**src/rtl/mfb_pkg.sv**
```systemverilog
package mfb_pkg;

  localparam int Columns = 128;
  localparam int Rows = 64;
  localparam int StoreBytes = 1024;

  typedef enum logic [2:0] {
    KIND_POINT = 3'd0,
    KIND_LINE  = 3'd1,
    KIND_RECT  = 3'd2,
    KIND_FILL  = 3'd3,
    KIND_READ  = 3'd4
  } kind_t;

  // One queued command as the back end sees it.
  typedef struct packed {
    logic [2:0]  kind;
    logic [11:0] x_first;
    logic [11:0] y_first;
    logic [11:0] x_second;
    logic [11:0] y_second;
    logic        dot_value;
    logic [7:0]  fill_byte;
    logic [9:0]  read_index;
  } cmd_t;

  typedef enum logic [2:0] {
    ST_IDLE,
    ST_CLEAR,
    ST_WALK,
    ST_RD,
    ST_WR,
    ST_RESULT
  } state_t;

endpackage

```
**src/rtl/mfb_front.sv**
```systemverilog
// Accepts command beats, drops unknown kinds and holds up to two commands.
module mfb_front (
  input  logic              clk,
  input  logic              rst_n,
  input  logic              in_valid,
  output logic              in_ready,
  input  mfb_pkg::cmd_t     in_cmd,
  output logic              q_valid,
  input  logic              q_ready,
  output mfb_pkg::cmd_t     q_cmd
);

  mfb_pkg::cmd_t slot_r [2];
  logic [1:0] count_r, count_nxt;
  logic       head_r, head_nxt, tail_r, tail_nxt;
  logic       push, pop, known;

  assign in_ready = (count_r != 2'd2);
  assign known    = (in_cmd.kind <= 3'(mfb_pkg::KIND_READ));
  assign push     = in_valid && in_ready && known;
  assign q_valid  = (count_r != 2'd0);
  assign pop      = q_valid && q_ready;
  assign q_cmd    = slot_r[head_r];

  always_comb begin
    count_nxt = count_r + 2'(push) - 2'(pop);
    head_nxt  = head_r ^ pop;
    tail_nxt  = tail_r ^ push;
  end

  always_ff @(posedge clk) begin
    if (!rst_n) begin
      count_r <= 2'd0;
      head_r  <= 1'b0;
      tail_r  <= 1'b0;
    end else begin
      count_r <= count_nxt;
      head_r  <= head_nxt;
      tail_r  <= tail_nxt;
    end
  end

  always_ff @(posedge clk) begin
    if (push) begin
      slot_r[tail_r] <= in_cmd;
    end
  end

endmodule

```
**config.mk**
```make
export PLATFORM = sky130hd
export DESIGN_NAME = mfb_front
export DESIGN_NICKNAME = d
export VERILOG_FILES = /design/src/rtl/mfb_pkg.sv /design/src/rtl/mfb_front.sv
export SDC_FILE = /design/constraint.sdc
export NUM_CORES = 1
export LEC_CHECK = 0
export BUFFER_PORTS_ARGS = -buffer_cell sky130_fd_sc_hd__buf_4
export CELL_PAD_IN_SITES_DETAIL_PLACEMENT = 0
export CELL_PAD_IN_SITES_GLOBAL_PLACEMENT = 1
export CORE_MARGIN = 3
export CORE_UTILIZATION = 30
export CTS_CLUSTER_SIZE = 20
export DETAILED_ROUTE_END_ITERATION = 10
export HOLD_SLACK_MARGIN = 0.06
export MAX_ROUTING_LAYER = met4
export PLACE_DENSITY = 0.68
export SYNTH_ARGS = -nofsm -noshare
export SYNTH_HDL_FRONTEND = slang
export SYNTH_SLANG_ARGS = --single-unit
```
**constraint.sdc**
```tcl
create_clock -name clk -period 5.3 [get_ports clk]
set_input_delay 1.06 -clock clk [delete_from_list [all_inputs] [get_ports clk]]
set_output_delay 1.06 -clock clk [all_outputs]
set_load 0.05 [all_outputs]
```
==> results of run 1 <==
## sequential cells by signal (all words and copies together) (netlist names), named ones only
register	count
tail_r	1
count_r	2
head_r	1
slot_r	140
## cells in the final DEF (no fill, tap or decap), types with 3 or more instances in the layout
| cell type | n |
|---|---|
| and2_1 | 3 |
| dfxtp_1 | 4 |
| buf_4 | 145 |
| clkbuf_1 | 3 |
| edfxtp_1 | 140 |
| mux2_1 | 7 |
| clkinv_2 | 5 |
| mux2_2 | 63 |
| clkbuf_16 | 17 |
## cell families after synthesis
logic type / synth area share
buf+inv: 0.00895
mux: 0.152
flops: 0.810
xor+xnor: 0.00330
simple gates: 0.0153
fa+ha+maj: 0.00471
compound gates: 0.00565
## power by group
part / internal (mW) / switching (mW) / total [mW]
Sequential: 1.39 / 0.103 / 1.49
Combinational: 0.434 / 0.789 / 1.22
Clock: 0.686 / 0.423 / 1.11
Total: 2.51 / 1.32 / 3.82
## final timing paths
kind | cells past startpoint | start | endpoint
min reg2reg | 2 | head_r | register
max | 2 | register | q_cmd[24]
max reg2reg | 3 | count_r[0] | slot_r[1][2]
min | 2 | head_r | register
## final cells by class
| type | instances | area share |
|---|---|---|
| inverters | 2 | 0.00104 |
| clock buffers | 20 | 0.0605 |
| well taps | 225 | 0.0390 |
| multi-input cells | 90 | 0.135 |
| flip-flops and latches | 145 | 0.597 |
| repair buffers | 145 | 0.151 |
| clock inverters | 12 | 0.0163 |
## cell usage after synthesis
cell type | number | area [um^2]
a31oi_4 | 1 | 21.3
and2_1 | 4 | 25.0
and2b_1 | 1 | 7.51
and3_1 | 1 | 6.26
buf_2 | 8 | 40.0
dfxtp_1 | 5 | 100
edfxtp_1 | 140 | 4200
ha_1 | 2 | 25.0
inv_1 | 2 | 7.51
mux2_1 | 7 | 78.8
mux2_2 | 63 | 709
mux2i_1 | 2 | 20.0
nand2_1 | 1 | 3.75
nand2_2 | 1 | 6.26
nand2b_1 | 1 | 6.26
nand2b_4 | 1 | 13.8
nor2b_1 | 1 | 6.26
o21ai_2 | 1 | 8.76
or2_1 | 1 | 6.26
xnor2_1 | 2 | 17.5
## per-stage QoR
| stage | setup slack (ns) | area (um^2) |
|---|---|---|
| floorplan | 1.71 | 5310 |
| global placement | 2.37 | 6660 |
| detailed placement | 2.33 | 6660 |
| CTS | 2.13 | 7220 |
| global route | 2.06 | 7220 |
| finish | 2.19 | 7220 |
## critical path, stage by stage (launching register included)
cell and delay [ns]:
dfxtp_4 0.98, mux2_2 0.43, buf_4 0.19
## metal layers
metal	part of all wire	GRT usage	vias up
met4	0.012	0.0371	0
met2	0.51	0.176	97
met1	0.42	0.121	1320
li1	-	-	1276
met5	0	-	-
met3	0.058	0.0400	10
==> flow_summary_export.csv, run 1 <==
group,metric,value,unit
outcome,status,"finished clean",
route,ant_nets,0,
placement,dp_hpwl,6.20,mm
global_routing,antenna_found_initial,0,
timing,finalSetupViolCount,0,
timing,max_freq,322,MHz
cts,post_cts.repair.setup_buffers,0,
placement,post-place-cells,607,
power_and_ir_drop,power_density,530,nW/um^2
synthesis,yosysWarnings,0,
floorplanning,dieArea,19300,um^2
cts,cts_tree,"done",
route,drc,0,
floorplanning,core_area,17300,um^2
cts,numCtsBuffers,17,
floorplanning,io-pin-count,146,
placement,place_congestion,0.714,
layout,diodes,0,
cts,clkSinkCount,145,
synthesis,synth_nets,321,
timing,finClkSkew,0.00480,ns
route,wire_per_inst,15.5,um
timing,grt_setup_unrepaired,"false",
timing,slew-limit-headroom,0.319,
cts,clock_path_buffers,2,
route,vias_per_cell,4.23,
global_routing,grt_pass1_vias,3030,
global_routing,grtUsageTotal,0.107,
placement,io_buffers,145,
layout,utilization,0.417,
timing,worst_slew_pin_slew,1.02,ns
timing,tns,0,ns
timing,hold_violations,0,
cts,cts_resized,0,
layout,syn2layout_area_growth,35.8,%
floorplanning,fp.dieH,139,um
critical_path,crit_path_max_fanout,70,
hold_path,hold_class,"register to register",
power_and_ir_drop,power.total,3.82,mW
layout,drive_above_1_share,0.585,
route,wl,9.89,mm
critical_path,cp-start-kind,"register",
synthesis,avgSynthCellArea,21.7,um^2
layout,multiInputGateArea,977,um^2
synthesis,syn_inst,245,
synthesis,seq_area_frac_synth,0.810,
layout,stdcell_count,639,
layout,seqCellArea,4310,um^2
timing,fin_crit_sh,0.587,
critical_path,setup.worst_path.end_class,"output port",
floorplanning,rows,48,
timing,slew_viol_final,0,
timing,period_needed,3.11,ns
route,via_count,2703,
global_routing,overflow,0,
critical_path,arrival,2.05,ns
route,dr.first_iter.drc_count,136,
critical_path,path_class,"register to output port",
global_routing,grt_first_pass_wirelength,15.5,mm
cts,ctsHoldBuffers,0,
layout,fin_nets,477,
run,cap_viol_max_count,0,
critical_path,critPathRequiredTime,4.24,ns
floorplanning,start_util,0.307,
cts,h-tree-depth,4,
synthesis,synth_seq_cells,145,
cts,path_clk_slew,0.05,ns
route,dr.pass1.iters,4,
floorplanning,chipWidth,139,um
power_and_ir_drop,irDropWorstVdd,0.256,mV
layout,fillCellCount,1587,
power_and_ir_drop,leakage,2.64,nW
cts,clock_latency,0.40,ns
critical_path,worst-r2r-setup-slack,3.21,ns
cts,cts_root_buffer,"clkbuf_16",
global_routing,grt_max_degree,71,
synthesis,yosys.cell_types.count,20,
synthesis,syn_area,5310,um^2
timing,timing.hold.ws,0.575,ns
No activity file was read; power rests on OpenSTA's default activity.
==> inputs of run 2 (changes only) <==
clock period = 3 ns   (was 5.3 ns; I/O delays follow)
==> flow_summary_export.csv, run 2 (synthesis gave the netlist of run 1 again) <==
group,metric,value,unit
route,via_count,2767,
power_and_ir_drop,leakage,2.70,nW
placement,dp_hpwl,6.61,mm
cts,post_cts.repair.setup_buffers,0,
floorplanning,rows,48,
cts,cts_root_buffer,"clkbuf_16",
power_and_ir_drop,irDropWorstVdd,0.517,mV
timing,tns,0,ns
power_and_ir_drop,power_density,954,nW/um^2
timing,max_freq,387,MHz
layout,fin_nets,482,
route,drc,0,
critical_path,setup.worst_path.end_class,"output port",
layout,diodes,0,
timing,timing.hold.ws,0.372,ns
timing,slew_viol_final,0,
route,wl,10.1,mm
timing,period_needed,2.58,ns
floorplanning,io-pin-count,146,
timing,finalSetupViolCount,0,
route,wire_per_inst,15.7,um
route,dr.pass1.iters,5,
floorplanning,fp.dieH,139,um
cts,clock_latency,0.41,ns
timing,grt_setup_unrepaired,"false",
cts,cts_resized,0,
cts,numCtsBuffers,17,
route,dr.first_iter.drc_count,90,
critical_path,path_class,"register to output port",
placement,io_buffers,145,
cts,ctsHoldBuffers,0,
timing,finClkSkew,0.00569,ns
global_routing,grt_max_degree,47,
run,cap_viol_max_count,0,
timing,fin_crit_sh,0.860,
placement,place_congestion,0.707,
global_routing,overflow,0,
route,ant_nets,0,
timing,hold_violations,0,
layout,drive_above_1_share,0.592,
layout,fillCellCount,1563,
global_routing,grtUsageTotal,0.112,
layout,seqCellArea,4310,um^2
placement,pre_cts_slack,0.801,ns
layout,final_common_cell,"buf_4",
floorplanning,chipWidth,139,um
outcome,status,"finished clean",
global_routing,antenna_found_initial,0,
hold_path,hold_class,"input port to register",
layout,syn2layout_area_growth,38.4,%
cts,cts_tree,"done",
cts,clkSinkCount,145,
global_routing,grt_pass1_vias,3061,
cts,h-tree-depth,4,
timing,worst_slack,0.419,ns
route,vias_per_cell,4.30,
critical_path,critPathRequiredTime,2.40,ns
global_routing,grt_first_pass_wirelength,16.0,mm
timing,slew-limit-headroom,0.664,
critical_path,crit_path_max_fanout,36,
floorplanning,dieArea,19300,um^2
layout,multiInputGateArea,977,um^2
critical_path,cp-start-kind,"register",
layout,top_regs,"slot_r (140), count_r (2)",
cts,clock_path_buffers,2,
critical_path,arrival,1.98,ns
cts,path_clk_slew,0.06,ns
timing,worst_slew_pin_slew,0.504,ns
floorplanning,core_area,17300,um^2
layout,layout_common_cells,"buf_4, edfxtp_1, mux2_2, clkbuf_16, mux2_1",
layout,largest_register_ffs,140,
layout,top_register,"slot_r",
floorplanning,start_util,0.307,
## run 2: final cells by class
cell class | count | share of cell area
Clock buffer | 18 | 0.0584
Multi-Input combinational cell | 90 | 0.133
Tap cell | 225 | 0.0383
Sequential cell | 145 | 0.586
Timing Repair Buffer | 150 | 0.158
Inverter | 2 | 0.00102
Clock inverter | 14 | 0.0254
## run 2: final timing paths
check | start | end | slack, ns | depth (start not counted)
worst max-delay path | register | q_cmd[40] | 0.42 | 3
worst min register to register | head_r | register | 0.59 | 2
worst min-delay path | in_cmd[4] | slot_r[0][4] | 0.37 | 1
worst max register to register | count_r[0] | slot_r[0][10] | 1.27 | 4
## run 2: worst max-delay path, cell delays in order, from the launching register on
cell and delay (ns):
dfxtp_4 0.67, buf_12 0.28, mux2_2 0.37, buf_4 0.19
## run 2: power by group
part           internal, mW  leakage (nW)  switching [mW]
logic                 0.798          1.07            1.46
registers              2.45          1.33           0.116
clock network          1.39         0.294           0.798
## run 2: metrics by stage
step,cells,area (um^2),power [mW],utilization
after floorplan,245,5320,4.20,-
after global placement,612,6740,4.89,0.390
after detailed placement,612,6740,4.90,0.390
after CTS,644,7350,7.13,0.425
after global routing,644,7350,7.30,0.425
final,644,7350,7.01,0.425
## run 2: per-layer routing
layer / GRT usage / part of all wire / up-vias
li1: - / - / 1286
met1: 0.121 / 0.41 / 1387
met3: 0.0417 / 0.058 / 12
met5: - / 0 / -
met4: 0.0494 / 0.014 / 0
met2: 0.183 / 0.52 / 82
